[src/rtl/sprite_tile_expander_defines.svh]
// assertion macros used by the sprite tile expander controller
`ifndef SPRITE_TILE_EXPANDER_DEFINES_SVH
`define SPRITE_TILE_EXPANDER_DEFINES_SVH

// checked property, masked while reset is held
`define STE_ASSERT(label, prop, msg) \
  label: assert property (@(posedge clk) disable iff (!rst_n) prop) else $error(msg);

// checked property, also evaluated across reset
`define STE_ASSERT_RST(label, prop, msg) \
  label: assert property (@(posedge clk) prop) else $error(msg);

`endif

[src/rtl/ste_pkg.sv]
// types and constants of the sprite tile expander
package ste_pkg;

  // field widths
  localparam int unsigned BYTE_W   = 8;
  localparam int unsigned TILE_W   = 13;
  localparam int unsigned COORD_W  = 11;
  localparam int unsigned SCREEN_W = 10;
  localparam int unsigned IDX_W    = 2;
  localparam int unsigned IN_DATA_W  = 32;
  localparam int unsigned OUT_DATA_W = 48;
  localparam int unsigned OUT_USER_W = 2;

  // configuration register indexes
  localparam logic [IDX_W-1:0] CFG_TILE_BANK     = 2'd0;
  localparam logic [IDX_W-1:0] CFG_FLIP_SCREEN   = 2'd1;
  localparam logic [IDX_W-1:0] CFG_SCREEN_WIDTH  = 2'd2;
  localparam logic [IDX_W-1:0] CFG_SCREEN_HEIGHT = 2'd3;

  // configuration reset values
  localparam logic [SCREEN_W-1:0] SCREEN_WIDTH_RST  = 10'd512;
  localparam logic [SCREEN_W-1:0] SCREEN_HEIGHT_RST = 10'd256;

  // attribute size decode
  localparam logic [BYTE_W-1:0] SIZE_MASK  = 8'h88;
  localparam logic [BYTE_W-1:0] SIZE_LARGE = 8'h88;
  localparam logic [BYTE_W-1:0] SIZE_MID   = 8'h08;

  // size codes: log2 of tiles per side
  localparam logic [1:0] SZ_1X1 = 2'd0;
  localparam logic [1:0] SZ_2X2 = 2'd1;
  localparam logic [1:0] SZ_4X4 = 2'd2;

  // bank weights of code bit 7
  localparam logic [TILE_W-1:0] BANK_WEIGHT_LO = 13'h0800;
  localparam logic [TILE_W-1:0] BANK_WEIGHT_HI = 13'h1000;

  // offset of the vertical wrap copy
  localparam logic [COORD_W-1:0] WRAP_OFFSET = 11'd256;

  // controller to datapath commands
  typedef struct packed {
    logic load;
    logic step;
  } ste_cmd_t;

  // datapath to controller status
  typedef struct packed {
    logic last;
  } ste_sts_t;

endpackage

[src/rtl/ste_datapath.sv]
// datapath: config registers, sprite setup, tile walk and output word register
module ste_datapath (
  input  logic                                clk,
  input  logic                                rst_n,
  input  logic                                cfg_we,
  input  logic [ste_pkg::IDX_W-1:0]           cfg_index,
  input  logic [ste_pkg::SCREEN_W-1:0]        cfg_wdata,
  input  logic [ste_pkg::IN_DATA_W-1:0]       in_tdata,
  input  ste_pkg::ste_cmd_t                   cmd,
  output ste_pkg::ste_sts_t                   sts,
  output logic [ste_pkg::OUT_DATA_W-1:0]      out_tdata,
  output logic [ste_pkg::OUT_USER_W-1:0]      out_tuser,
  output logic                                out_tlast
);

  localparam int unsigned CW = ste_pkg::COORD_W;

  // configuration registers
  logic                          tile_bank_r;
  logic                          flip_screen_r;
  logic [ste_pkg::SCREEN_W-1:0]  screen_width_r;
  logic [ste_pkg::SCREEN_W-1:0]  screen_height_r;

  always_ff @(posedge clk) begin
    if (!rst_n) begin
      tile_bank_r     <= 1'b0;
      flip_screen_r   <= 1'b0;
      screen_width_r  <= ste_pkg::SCREEN_WIDTH_RST;
      screen_height_r <= ste_pkg::SCREEN_HEIGHT_RST;
    end else if (cfg_we) begin
      case (cfg_index)
        ste_pkg::CFG_TILE_BANK:     tile_bank_r     <= cfg_wdata[0];
        ste_pkg::CFG_FLIP_SCREEN:   flip_screen_r   <= cfg_wdata[0];
        ste_pkg::CFG_SCREEN_WIDTH:  screen_width_r  <= cfg_wdata;
        ste_pkg::CFG_SCREEN_HEIGHT: screen_height_r <= cfg_wdata;
        default: ;
      endcase
    end
  end

  // unpack the incoming word
  logic [ste_pkg::BYTE_W-1:0] sprite_y;
  logic [ste_pkg::BYTE_W-1:0] sprite_x_high;
  logic [ste_pkg::BYTE_W-1:0] attr_byte;
  logic [ste_pkg::BYTE_W-1:0] code_byte;

  assign sprite_y      = in_tdata[7:0];
  assign sprite_x_high = in_tdata[15:8];
  assign attr_byte     = in_tdata[23:16];
  assign code_byte     = in_tdata[31:24];

  // sprite setup: size, base tile, start position, flips
  logic [1:0]                  size_ld;
  logic [3:0]                  low_ld;
  logic [ste_pkg::TILE_W-1:0]  base_ld;
  logic [ste_pkg::TILE_W-1:0]  bank_add;
  logic [CW-1:0]               span_ld;
  logic [CW-1:0]               x_raw;
  logic [CW-1:0]               y_raw;
  logic [CW-1:0]               x_ld;
  logic [CW-1:0]               y_ld;

  always_comb begin
    if ((attr_byte & ste_pkg::SIZE_MASK) == ste_pkg::SIZE_LARGE) begin
      size_ld = ste_pkg::SZ_4X4;
      low_ld  = 4'd0;
    end else if ((attr_byte & ste_pkg::SIZE_MASK) == ste_pkg::SIZE_MID) begin
      size_ld = ste_pkg::SZ_2X2;
      low_ld  = {attr_byte[5], 1'b0, attr_byte[4], 1'b0};
    end else begin
      size_ld = ste_pkg::SZ_1X1;
      low_ld  = attr_byte[7:4];
    end
    bank_add = code_byte[7] ? (tile_bank_r ? ste_pkg::BANK_WEIGHT_HI
                                           : ste_pkg::BANK_WEIGHT_LO)
                            : '0;
    base_ld  = {2'b00, code_byte[6:0], 4'b0000} + bank_add
             + {{(ste_pkg::TILE_W-4){1'b0}}, low_ld};
    // sprite side in pixels: 8 << size
    span_ld  = {{(CW-4){1'b0}}, 4'd8} << size_ld;
    x_raw    = {2'b00, sprite_x_high, attr_byte[0]};
    y_raw    = {3'b000, sprite_y};
    if (flip_screen_r) begin
      x_ld = {1'b0, screen_width_r}  - x_raw - span_ld;
      y_ld = {1'b0, screen_height_r} - y_raw - span_ld;
    end else begin
      x_ld = x_raw;
      y_ld = y_raw;
    end
  end

  // per-sprite walk registers
  logic [ste_pkg::TILE_W-1:0] tile_r, tile_nxt;
  logic [CW-1:0]              x0_r;
  logic [CW-1:0]              y0_r;
  logic                       fx_r;
  logic                       fy_r;
  logic [1:0]                 side_max_r;
  logic [1:0]                 row_r, row_nxt;
  logic [1:0]                 col_r, col_nxt;

  // walk position: flip order within the sprite
  logic [1:0]    dx;
  logic [1:0]    dy;
  logic [CW-1:0] px;
  logic [CW-1:0] py;
  logic          row_end;

  always_comb begin
    dx      = fx_r ? (side_max_r ^ col_r) : col_r;
    dy      = fy_r ? (side_max_r ^ row_r) : row_r;
    px      = x0_r + {{(CW-5){1'b0}}, dx, 3'b000};
    py      = y0_r + {{(CW-5){1'b0}}, dy, 3'b000};
    row_end = (col_r == side_max_r);
    sts.last = row_end && (row_r == side_max_r);
    // next tile: one more, plus two after each row of a 2x2 sprite
    if (row_end) begin
      col_nxt  = 2'd0;
      row_nxt  = row_r + 2'd1;
      tile_nxt = tile_r + ((side_max_r == 2'd1) ? 13'd3 : 13'd1);
    end else begin
      col_nxt  = col_r + 2'd1;
      row_nxt  = row_r;
      tile_nxt = tile_r + 13'd1;
    end
  end

  always_ff @(posedge clk) begin
    if (cmd.load) begin
      tile_r     <= base_ld;
      x0_r       <= x_ld;
      y0_r       <= y_ld;
      fx_r       <= attr_byte[1] ^ flip_screen_r;
      fy_r       <= attr_byte[2] ^ flip_screen_r;
      side_max_r <= (size_ld == ste_pkg::SZ_4X4) ? 2'd3 :
                    (size_ld == ste_pkg::SZ_2X2) ? 2'd1 : 2'd0;
      row_r      <= 2'd0;
      col_r      <= 2'd0;
    end else if (cmd.step) begin
      tile_r <= tile_nxt;
      row_r  <= row_nxt;
      col_r  <= col_nxt;
    end
  end

  // output word register
  logic [ste_pkg::TILE_W-1:0] o_tile_r;
  logic [CW-1:0]              o_x_r;
  logic [CW-1:0]              o_y_r;
  logic [CW-1:0]              o_wrap_r;
  logic                       o_mx_r;
  logic                       o_my_r;
  logic                       o_last_r;

  always_ff @(posedge clk) begin
    if (cmd.step) begin
      o_tile_r <= tile_r;
      o_x_r    <= px;
      o_y_r    <= py;
      o_wrap_r <= py - ste_pkg::WRAP_OFFSET;
      o_mx_r   <= fx_r;
      o_my_r   <= fy_r;
      o_last_r <= sts.last;
    end
  end

  assign out_tdata = {2'b00, o_wrap_r, o_y_r, o_x_r, o_tile_r};
  assign out_tuser = {o_my_r, o_mx_r};
  assign out_tlast = o_last_r;

endmodule

[src/rtl/ste_ctrl.sv]
// controller: accepts a sprite, paces the tile walk against the output word register
`include "sprite_tile_expander_defines.svh"

module ste_ctrl (
  input  logic               clk,
  input  logic               rst_n,
  input  logic               in_tvalid,
  output logic               in_tready,
  output logic               out_tvalid,
  input  logic               out_tready,
  output ste_pkg::ste_cmd_t  cmd,
  input  ste_pkg::ste_sts_t  sts
);

  localparam logic ST_IDLE = 1'b0;
  localparam logic ST_RUN  = 1'b1;

  logic state_r, state_nxt;
  logic out_valid_r, out_valid_nxt;
  logic slot_free;

  // commands and next state
  always_comb begin
    slot_free     = !out_valid_r || out_tready;
    in_tready     = (state_r == ST_IDLE);
    cmd.load      = in_tvalid && in_tready;
    cmd.step      = 1'b0;
    state_nxt     = state_r;
    case (state_r)
      ST_IDLE: begin
        if (cmd.load) state_nxt = ST_RUN;
      end
      ST_RUN: begin
        cmd.step = slot_free;
        if (slot_free && sts.last) state_nxt = ST_IDLE;
      end
      default: state_nxt = ST_IDLE;
    endcase
    out_valid_nxt = cmd.step ? 1'b1 : (out_tready ? 1'b0 : out_valid_r);
  end

  always_ff @(posedge clk) begin
    if (!rst_n) begin
      state_r     <= ST_IDLE;
      out_valid_r <= 1'b0;
    end else begin
      state_r     <= state_nxt;
      out_valid_r <= out_valid_nxt;
    end
  end

  assign out_tvalid = out_valid_r;

  // checks
  `STE_ASSERT(a_load_starts_walk, cmd.load |=> (state_r == ST_RUN), "walk did not start after load")
  `STE_ASSERT(a_last_ends_walk, (cmd.step && sts.last) |=> (state_r == ST_IDLE), "walk did not end on last tile")
  `STE_ASSERT(a_no_overwrite, (out_valid_r && !out_tready) |-> !cmd.step, "output word overwritten while stalled")
  `STE_ASSERT_RST(a_reset_clean, !rst_n |=> (state_r == ST_IDLE && !out_valid_r), "controller not clear after reset")

endmodule

[src/rtl/sprite_tile_expander.sv]
// top level of the sprite tile expander
// Takes one 4-byte sprite entry per input word and emits one output word per 8x8 tile
// (1, 4 or 16 tiles for a 1x1, 2x2 or 4x4 sprite), row by row in flip order, with tlast
// on the final tile. An entry is accepted only while the tile walk is idle: it is
// loaded, then one tile per cycle moves from the walk counter into the output word
// register while that register is empty or being read. The next entry may be accepted
// while the last tile still waits in the output register. The user must write the
// configuration (bank, flip screen, screen size) only while the block is idle; unchecked.
module sprite_tile_expander (
  input  logic                                clk,
  input  logic                                rst_n,
  // configuration write port
  input  logic                                cfg_we,
  input  logic [ste_pkg::IDX_W-1:0]           cfg_index,
  input  logic [ste_pkg::SCREEN_W-1:0]        cfg_wdata,
  // sprite entry input
  input  logic                                in_tvalid,
  output logic                                in_tready,
  // [7:0] sprite_y, [15:8] sprite_x_high, [23:16] attr_byte, [31:24] code_byte
  input  logic [ste_pkg::IN_DATA_W-1:0]       in_tdata,
  // tile output
  output logic                                out_tvalid,
  input  logic                                out_tready,
  // [12:0] tile_number, [23:13] draw_x, [34:24] draw_y, [45:35] wrap_y, [47:46] zero
  output logic [ste_pkg::OUT_DATA_W-1:0]      out_tdata,
  // [0] mirror_x, [1] mirror_y
  output logic [ste_pkg::OUT_USER_W-1:0]      out_tuser,
  output logic                                out_tlast
);

  ste_pkg::ste_cmd_t cmd;
  ste_pkg::ste_sts_t sts;

  // control
  ste_ctrl u_ctrl (
    .clk        (clk),
    .rst_n      (rst_n),
    .in_tvalid  (in_tvalid),
    .in_tready  (in_tready),
    .out_tvalid (out_tvalid),
    .out_tready (out_tready),
    .cmd        (cmd),
    .sts        (sts)
  );

  // datapath
  ste_datapath u_datapath (
    .clk        (clk),
    .rst_n      (rst_n),
    .cfg_we     (cfg_we),
    .cfg_index  (cfg_index),
    .cfg_wdata  (cfg_wdata),
    .in_tdata   (in_tdata),
    .cmd        (cmd),
    .sts        (sts),
    .out_tdata  (out_tdata),
    .out_tuser  (out_tuser),
    .out_tlast  (out_tlast)
  );

endmodule

[config.mk]
export PLATFORM = sky130hd
export DESIGN_NAME = sprite_tile_expander
export DESIGN_NICKNAME = d
export VERILOG_FILES = /design/src/rtl/ste_pkg.sv /design/src/rtl/ste_datapath.sv /design/src/rtl/ste_ctrl.sv /design/src/rtl/sprite_tile_expander.sv
export VERILOG_INCLUDE_DIRS = /design/src /design/src/rtl
export SDC_FILE = /design/constraint.sdc
export NUM_CORES = 1
export LEC_CHECK = 0
export BUFFER_PORTS_ARGS = -buffer_cell sky130_fd_sc_hd__clkbuf_2
export CORE_MARGIN = 4
export CORE_UTILIZATION = 51
export CTS_CLUSTER_SIZE = 30
export DETAILED_ROUTE_END_ITERATION = 10
export GPL_ROUTABILITY_DRIVEN = 0
export HOLD_SLACK_MARGIN = 0.02
export PLACE_DENSITY_LB_ADDON = 0.12
export SYNTH_ARGS = -nofsm -noshare
export SYNTH_HDL_FRONTEND = slang
export SYNTH_HIERARCHICAL = 1
export SYNTH_SLANG_ARGS = --single-unit
[constraint.sdc]
create_clock -name clk -period 2.3 [get_ports clk]
set_input_delay 0.345 -clock clk [delete_from_list [all_inputs] [get_ports clk]]
set_output_delay 0.345 -clock clk [all_outputs]
set_load 0.02 [all_outputs]
==> qor.yml, run 1 <==
most-common-layout-cells: "99 x clkbuf_2, 80 x edfxtp_1, 79 x nand2_1"
clock.fmax_mhz: 437
netlist_top_cells_area: "edfxtp_1 41%, dfxtp_1 9.5%, ha_1 6.8%"
final.setup_skew_ps: 8.84
worst_r2r_startpoint: "u_datapath/fy_r"
arrival_ps: 2380
wl_um: 12400
vias: 4214
rr_worst_depth: 10
dieWidth_um: 115
instances_no_fill: 810
crit_buf_inv: 2
dieArea_mm2: 0.0133
power.total_w: 0.00529
hpwl_um: 9500
crit_slowest_cell: "edfxtp_1"
synth_largest_area_cell: "edfxtp_1"
drt_iter0_drc: 273
cp_data_required_time_ps: 2390
path_class: "reg -> reg"
cp_max_fo: 3
std_cell_rows: 38
rrSetupSlack_ps: 9
worst_pin_slew_ps: 556
hp-start: "cfg_wdata[1]"
whs_ps: 249
synth_seq_cells: 108
antenna_cells: 0
ant_nets: 0
avgViaCountPerCell: 5.20
cap_violations: 0
final_util_pct: 64.5
yosysSeqAreaShare_pct: 50.3
rsz0062_at_grt: "yes"
synthCells: 542
final-setup-viol-count: 0
path_cells: "nand2_2 > xnor2_2 > ha_2 > inv_2 > fa_2 > and3b_1 > xor2_1 > inv_1 > ha_1 > xor2_1"
status: "complete, no violations"
seqCellArea_mm2: 0.00297
routedWlPerCell_um: 15.3
layout_commonest_cell: "clkbuf_2"
clk_latency_ps: 350
grt_pass1_wl_um: 20000
h-tree-depth: 3
endpoint_kind: "flip-flop"
drc: 0
clk_path_buf_depth: 2
min_path_cells: 3
yosysWarnings: 6
worst_path_largest_cell_delay_ps: 430
synth_area_mm2: 0.00589
area_growth_pct: 21.4
async_reset_ff_share_pct: 0
crit_top_cell: "xor2_1"
syn_area_per_cell_um2: 10.9
cts_inserted_buffers: 9
synth_edf_count: 80
antenna_found_initial: 0
hold_end: "u_datapath/screen_height_r[1]"
hold_class: "in -> reg"
finalCritPeriodShare_pct: 99.6
numClockSinks: 108
start_util_pct: 53.2
grt_pass1_vias: 4120
synth_flop_cell: "edfxtp_1"
grt-ovfl-total: 0
die_y_um: 115
yosysUniqueCellTypes: 60
slew_viol_final: 0
grt_max_degree: 36
critPathLaunchType: "flip-flop"
period_minus_slack_ps: 2290
p_leak_nw: 2.95
power-per-cell-area_mw_per_mm2: 740
cts_tree: "built"
max-vdd-ir-drop_v: 0.000407
pin_count: 102
drive_gt1_share_pct: 28.1
relSlewSlack_pct: 62.8
io_buffers: 99
hold_violations: 0
first_pass_iters: 4
path_clk_slew_ps: 70
cp_top_family: "adder cells"
r2r-end: "u_datapath/o_wrap_r[10]"
placedCellCount: 790
grt_usage_pct: 19.3
core_mm2: 0.0111
multi_input_area_mm2: 0.00272
clockRootBuffer: "clkbuf_16"
finalNetCount: 757
synth_top_area_share_pct: 40.8
n_fill_cell: 903
==> per-layer routing <==
layer / track usage (%) / vias up / part of all wire [%]
li1: - / 2113 / -
met1: 26.4 / 1953 / 45
met2: 30.7 / 128 / 47
met3: 3.76 / 20 / 5.9
met4: 7.28 / 0 / 2.1
met5: 0 / - / 0
==> where the power goes <==
| group | switching [W] | total (W) | internal (W) | leakage (nW) |
|---|---|---|---|---|
| logic | 0.000728 | 0.00132 | 0.000590 | 1.82 |
| clock network | 0.000668 | 0.00151 | 0.000844 | 0.134 |
| registers | 0.000119 | 0.00246 | 0.00234 | 0.998 |
==> synthesized netlist by cell type (2+ instances only) <==
master      n
fa_1       11
xor2_1     14
o211ai_1    4
nand2b_1    8
or3_1       5
nand2b_4    2
nor3b_1     2
and3b_1     2
nor3_1      7
dfxtp_1    28
a21o_1      3
a21boi_0   18
nand2_1    82
o21ai_1     5
nor4_1      2
a2111oi_2   2
ha_1       32
nor4b_1     2
o21ai_0    14
o31ai_1     2
nand4_1     4
inv_1      51
buf_4      14
nor2b_1     5
mux2i_1    10
a211oi_1    2
xnor2_1    29
a22oi_1     2
nor2_1     22
a21oi_1    10
a31oi_1     5
edfxtp_1   80
nand3_1    12
and3_1      6
or2_2       2
clkbuf_1   13
o21a_1      4
nand3b_1    4
==> kinds of logic (layout without fill, tap and decap cells) <==
kind of cell / after synthesis / count (layout) / synth area share, %
and+or+nand+nor: 173 / 173 / 14.4
DFF: 108 / 108 / 50.3
AOI/OAI and AO/OA: 83 / 83 / 10.2
buffers and inverters: 80 / 207 / 6.14
adders and majority gates: 43 / 43 / 10.5
xor gates and xnor gates: 43 / 43 / 6.39
muxes: 11 / 11 / 1.89
other: 1 / 2 / 0.0637
==> repair_timing <==
item	CTS	global route
pin swaps	3	5
endpoints found under the setup margin	6	18
hold buffers	0	0
setup buffers	1	3
cloned	0	0
gates resized for setup	10	15
==> metrics by stage <==
stage               setup TNS [ps]  cell area (um^2)  setup slack (ps)
finish                           0              7150              9.11
global route                  -184              7150             -88.1
CTS                          -15.4              7050             -15.4
detailed placement           -2320              6710              -255
global placement             -1550              6710              -211
floorplan                    -1.84              5930             -1.84
==> cell type report <==
class	instances	area share [%]
well taps	140	2.45
clock buffers	12	3.31
repair buffers	140	11.3
inverters	51	2.68
clock inverters	4	0.700
flip-flops and latches	108	41.5
multi-input cells	355	38.0
==> registers in the layout, summed over array words and instances (netlist names), 2 cells and up <==
register	count
u_datapath/screen_width_r	10
u_datapath/screen_height_r	10
u_datapath/tile_r	13
u_datapath/o_y_r	11
u_datapath/o_wrap_r	3
u_datapath/o_x_r	11
u_datapath/side_max_r	2
u_datapath/y0_r	11
u_datapath/x0_r	11
u_datapath/o_tile_r	13
u_datapath/col_r	2
u_datapath/row_r	2
==> tightest hold or removal path, cell delays in order <==
cell	delay (ps)
clkbuf_2	90
nand2_1	50
a21boi_0	60
==> worst max-delay path by stage <==
stage	startpoint	to	slack (ps)	cells past startpoint
after floorplan	in_tdata[19]	u_datapath/x0_r[7]	-2	7
after global placement	in_tdata[19]	u_datapath/x0_r[10]	-210	9
after detailed placement	in_tdata[19]	u_datapath/y0_r[10]	-260	8
after CTS	u_datapath/fy_r	u_datapath/o_wrap_r[10]	-20	10
after global routing	u_datapath/fy_r	u_datapath/o_wrap_r[10]	-90	10
final	u_datapath/fy_r	u_datapath/o_wrap_r[10]	9	10
Note: power is estimated with default switching activity, not from simulation.
==> run 2: changes to the inputs <==
--- a/config.mk
+++ b/config.mk
@@ -6,9 +6,12 @@
 export SDC_FILE = /design/constraint.sdc
 export NUM_CORES = 1
 export LEC_CHECK = 0
+export ABC_CLOCK_PERIOD_IN_PS = 2300
 export BUFFER_PORTS_ARGS = -buffer_cell sky130_fd_sc_hd__clkbuf_2
+export CELL_PAD_IN_SITES_DETAIL_PLACEMENT = 1
+export CELL_PAD_IN_SITES_GLOBAL_PLACEMENT = 1
 export CORE_MARGIN = 4
-export CORE_UTILIZATION = 51
+export CORE_UTILIZATION = 40
 export CTS_CLUSTER_SIZE = 30
 export DETAILED_ROUTE_END_ITERATION = 10
 export GPL_ROUTABILITY_DRIVEN = 0
==> run 2 against run 1 <==
Net effect:
- the flow now finishes with violations (negative setup slack)
- fmax down 0.68%
- clock-buffer cell count down 2
- combinational power up 5%
- critical path type unchanged
- largest cell class unchanged
==> qor.yml, run 2 (same netlist as run 1, synthesis figures left out) <==
final_util_pct: 50.6
path_cells: "nand2_1 > xnor2_1 > ha_2 > inv_2 > fa_2 > and3b_1 > xor2_1 > inv_1 > ha_4 > xor2_1"
ant_nets: 0
core_mm2: 0.0145
status: "complete, but fails checks"
crit_buf_inv: 2
rrSetupSlack_ps: -7
violations: "negative setup slack"
power_frac_clock_pct: 29.4
routedWlPerCell_um: 17.1
numClockSinks: 108
power-per-cell-area_mw_per_mm2: 744
rr_worst_depth: 10
grt_max_degree: 30
cp_data_required_time_ps: 2400
min_path_cells: 3
hp-start: "cfg_wdata[3]"
r2r-end: "u_datapath/o_wrap_r[10]"
area_growth_pct: 24.5
slew_viol_final: 0
dieWidth_um: 129
clockRootBuffer: "clkbuf_16"
path_clk_slew_ps: 70
worst_path_largest_cell_delay_ps: 410
clk_path_buf_depth: 2
most-common-layout-cells: "99 x clkbuf_2, 80 x nand2_1, 80 x edfxtp_1"
clock.fmax_mhz: 434
drive_gt1_share_pct: 30.2
n_fill_cell: 1607
critPathLaunchType: "flip-flop"
pin_count: 102
hold_class: "in -> reg"
endpoint_kind: "flip-flop"
p_comb_share_pct: 25.3
p_switching_w: 0.00163
dieArea_mm2: 0.0167
avgViaCountPerCell: 5.00
grt_pass1_wl_um: 23400
hold_end: "u_datapath/screen_width_r[3]"
start_util_pct: 40.7
max-vdd-ir-drop_v: 0.000371
antenna_cells: 0
vias: 4318
worst_pin_slew_ps: 684
grt_pass1_vias: 4637
sw_frac_of_total_pct: 30.0
period_minus_slack_ps: 2310
place_area_mm2: 0.00679
relSlewSlack_pct: 54.2
grt-ovfl-total: 0
drt_iter0_drc: 200
cts_tree: "built"
std_cell_rows: 44
arrival_ps: 2410
stdcell_area_mm2: 0.00733
cts_inserted_buffers: 9
p_leak_nw: 3.00
p_int_w: 0.00382
top_regs: "u_datapath/o_tile_r: 13 flops, u_datapath/tile_r: 13 flops"
wl_um: 14700
path_class: "reg -> reg"
cap_violations: 0
die_y_um: 129
final-setup-viol-count: 1
grt_usage_pct: 18.0
finalCritPeriodShare_pct: 100
cp_max_fo: 2
finalNetCount: 766
worst_r2r_startpoint: "u_datapath/fy_r"
layout_commonest_cell: "clkbuf_2"
seq_power_share_pct: 45.3
clk_latency_ps: 360
final.setup.worst_slack_ps: -6.58
final.setup_skew_ps: 10.1
h-tree-depth: 3
timing.setup.tns_ps: -6.58
crit_top_cell: "xor2_1"
rsz0062_at_grt: "yes"
crit_slowest_cell: "edfxtp_1"
cp_top_family: "adder cells"
first_pass_iters: 4
antenna_found_initial: 0
hpwl_um: 11400
drc: 0
hold_violations: 0
io_buffers: 99
-- run 2: layout make-up --
| class | count | area (um^2) | share of cell area [%] |
|---|---|---|---|
| clock buffers | 10 | 229 | 3.12 |
| repair buffers | 149 | 883 | 12.1 |
| inverters | 51 | 191 | 2.61 |
| clock inverters | 6 | 71.3 | 0.973 |
| flip-flops and latches | 108 | 2970 | 40.5 |
| multi-input cells | 355 | 2760 | 37.6 |
| well taps | 184 | 230 | 3.14 |
-- run 2: routing by layer --
metal  global-route usage (%)  vias to the layer above  part of all wire (%)
li1                         -                     2127                     -
met1                     22.6                     2087                    44
met2                     31.4                       87                    50
met3                     3.09                       17                   4.3
met4                     5.99                        0                   1.7
met5                        0                        -                     0
-- run 2: stage by stage --
| step | cells | power [W] | setup WS, ps | hold WS [ps] |
|---|---|---|---|---|
| after floorplan | 543 | 0.00332 | -1.84 | 400 |
| after global placement | 836 | 0.00372 | -230 | 401 |
| after detailed placement | 836 | 0.00379 | -321 | 412 |
| after CTS | 856 | 0.00544 | -41.0 | 228 |
| after global routing | 863 | 0.00573 | -123 | 243 |
| final | 863 | 0.00545 | -6.58 | 230 |
-- run 2: worst reg2reg max path, stage by stage, from the launching register on --
cell      delay [ps]
edfxtp_1         410
nand2_1          100
xnor2_1          130
ha_2             220
inv_2             40
fa_2             330
and3b_1          230
xor2_1           190
inv_1            100
ha_4             160
xor2_1           140
-- run 2: worst max-delay path by stage --
stage	slack, ps	cells after the start	start	end
after global routing	-120	10	u_datapath/fy_r	u_datapath/o_wrap_r[10]
after global placement	-230	8	in_tdata[19]	u_datapath/y0_r[10]
after detailed placement	-320	8	in_tdata[19]	u_datapath/y0_r[10]
after floorplan	-2	7	in_tdata[19]	u_datapath/x0_r[7]
final	-7	10	u_datapath/fy_r	u_datapath/o_wrap_r[10]
after CTS	-40	10	u_datapath/fy_r	u_datapath/o_wrap_r[10]
-- run 2: what timing repair did --
| action | 4_1_cts | 5_1_grt |
|---|---|---|
| pin swaps | 5 | 17 |
| hold buffers | 0 | 0 |
| endpoints found under the setup margin | 5 | 14 |
| setup buffers | 4 | 7 |
| resized for setup | 10 | 24 |
-- run 2: power groups by stage --
stage | sequential (W) | clock [W] | combinational, W
after floorplan | 0.00257 | 0 | 0.000752
after global placement | 0.00250 | 0 | 0.00123
after detailed placement | 0.00251 | 0 | 0.00128
after CTS | 0.00247 | 0.00164 | 0.00133
after global routing | 0.00249 | 0.00172 | 0.00152
final | 0.00247 | 0.00160 | 0.00138
==> run 3: changes to the inputs <==
--- a/config.mk
+++ b/config.mk
@@ -10,13 +10,11 @@
 export BUFFER_PORTS_ARGS = -buffer_cell sky130_fd_sc_hd__clkbuf_2
 export CELL_PAD_IN_SITES_DETAIL_PLACEMENT = 1
 export CELL_PAD_IN_SITES_GLOBAL_PLACEMENT = 1
-export CORE_MARGIN = 4
 export CORE_UTILIZATION = 40
-export CTS_CLUSTER_SIZE = 30
 export DETAILED_ROUTE_END_ITERATION = 10
 export GPL_ROUTABILITY_DRIVEN = 0
 export HOLD_SLACK_MARGIN = 0.02
-export PLACE_DENSITY_LB_ADDON = 0.12
+export PLACE_DENSITY = 0.85
 export SYNTH_ARGS = -nofsm -noshare
 export SYNTH_HDL_FRONTEND = slang
 export SYNTH_HIERARCHICAL = 1
==> run 3 against run 2 <==
Net effect:
- via count increased by 3.5%
- the run still ends with negative setup slack left
- highest routed layer unchanged
- non-clock buffer count shrank 8
- hold slack better by 4.8 ps
- core utilization grew 1.1 points
- flip-flop and latch count is the same
- wire length is 8.6% higher
- register-to-register slack got worse by 30 ps
- sequential share of layout area increased by 0.26 points
- critical endpoint is now u_datapath/x0_r[7]
- clock power down 3%
- fmax is 1.1% lower
- worst setup slack worse by 25 ps
- largest power group unchanged
==> qor.yml, run 3 (same netlist as run 1, synthesis figures left out) <==
dp_slack_ps: -492
avgViaCountPerCell: 5.25
critPathLaunchType: "flip-flop"
antenna_found_initial: 0
grt_pass1_wl_um: 23900
grt-ovfl-total: 0
arrival_ps: 2410
final.setup_skew_ps: 12.2
h-tree-depth: 3
die_y_um: 123
drt_iter0_drc: 225
std_cell_rows: 43
cp_max_fo: 5
rr_worst_depth: 6
seq_power_share_pct: 45.1
clock.fmax_mhz: 429
grt_usage_pct: 21.3
place_area_mm2: 0.00677
cts_tree: "built"
start_util_pct: 41.8
p_comb_share_pct: 26.3
final.setup.worst_slack_ps: -32.0
wl_um: 16000
drive_gt1_share_pct: 30.4
n_fill_cell: 1561
vias: 4467
period_minus_slack_ps: 2330
seqCellArea_mm2: 0.00297
worst_r2r_startpoint: "u_datapath/screen_width_r[4]"
antenna_cells: 0
p_switching_w: 0.00167
final-setup-viol-count: 2
timing.setup.tns_ps: -42.9
power_frac_clock_pct: 28.5
min_path_cells: 3
hp-start: "cfg_wdata[9]"
status: "complete, but fails checks"
rsz0062_at_grt: "yes"
dieWidth_um: 123
dieArea_mm2: 0.0152
r2r-end: "u_datapath/x0_r[7]"
first_pass_iters: 4
violations: "negative setup slack"
clk_latency_ps: 360
cap_violations: 0
finalNetCount: 758
pin_count: 102
drc: 0
hpwl_um: 11800
layout_commonest_cell: "clkbuf_2"
path_clk_slew_ps: 70
io_buffers: 99
p_int_w: 0.00381
stdcell_area_mm2: 0.00729
final_util_pct: 51.7
endpoint_kind: "flip-flop"
finalCritPeriodShare_pct: 101
ant_nets: 0
sw_frac_of_total_pct: 30.4
core_mm2: 0.0141
routedWlPerCell_um: 18.8
p_leak_nw: 2.96
grt_pass1_vias: 4700
clockRootBuffer: "clkbuf_16"
most-common-layout-cells: "98 x clkbuf_2, 80 x edfxtp_1, 79 x nand2_1"
worst_pin_slew_ps: 703
relSlewSlack_pct: 53.0
slew_viol_final: 0
power-per-cell-area_mw_per_mm2: 751
cp_data_required_time_ps: 2380
hold_class: "in -> reg"
power.total_w: 0.00547
numClockSinks: 108
grt_max_degree: 30
path_class: "reg -> reg"
hold_violations: 0
rrSetupSlack_ps: -30
max-vdd-ir-drop_v: 0.000315
hold_end: "u_datapath/screen_width_r[9]"
multi_input_area_mm2: 0.00279
cts_inserted_buffers: 9
top_regs: "u_datapath/o_tile_r: 13 flops, u_datapath/tile_r: 13 flops"
clk_path_buf_depth: 2
area_growth_pct: 23.7
## run 3: cell type report
cell class / instances / area share (%)
clock inverter: 6 / 0.859
clock buffer: 10 / 3.14
inverter: 51 / 2.63
timing repair buffer: 141 / 11.2
sequential: 108 / 40.8
tap: 180 / 3.09
multi-input combinational: 355 / 38.3
## run 3: through the flow
stage / hold slack [ps] / std cells
finish: 235 / 851
global route: 248 / 851
CTS: 223 / 850
detailed placement: 407 / 831
global placement: 407 / 831
floorplan: 400 / 543
## run 3: how the worst max path moves through the flow
stage                                       from                      end  cells after the start
floorplan                           in_tdata[19]       u_datapath/x0_r[7]                      7
global placement                    in_tdata[19]       u_datapath/x0_r[7]                      8
detailed placement                  in_tdata[19]       u_datapath/x0_r[7]                      8
CTS                              u_datapath/fy_r  u_datapath/o_wrap_r[10]                     10
global route                     u_datapath/fy_r  u_datapath/o_wrap_r[10]                     10
finish              u_datapath/screen_width_r[4]       u_datapath/x0_r[7]                      6
## run 3: what timing repair did
action / CTS / global route
endpoints found under the setup margin: 7 / 17
pin swaps: 8 / 12
setup buffers: 3 / 1
hold buffers: 0 / 0
gates resized for setup: 20 / 21
hold endpoints to repair: 0 / 0
## run 3: per-layer routing
metal / part of all wire (%) / GRT usage (%) / routed length (um)
met5: 0 / 0 / 0
met4: 3.5 / 11.4 / 552
met3: 4.1 / 3.00 / 660
met2: 52 / 37.7 / 8340
met1: 40 / 24.9 / 6440
## run 3: power groups by stage
stage | clock [W] | combinational (W) | sequential (W)
after floorplan | 0 | 0.000752 | 0.00257
after detailed placement | 0 | 0.00130 | 0.00251
final | 0.00156 | 0.00144 | 0.00247
after CTS | 0.00159 | 0.00137 | 0.00247
after global placement | 0 | 0.00121 | 0.00249
after global routing | 0.00165 | 0.00155 | 0.00249
## run 3: worst max-delay path: stages, from the launching register on
cell and delay (ps):
dfxtp_4 360, fa_2 570, ha_4 220, nor3_4 70, a2111oi_4 420, mux2i_1 280, o311ai_1 140
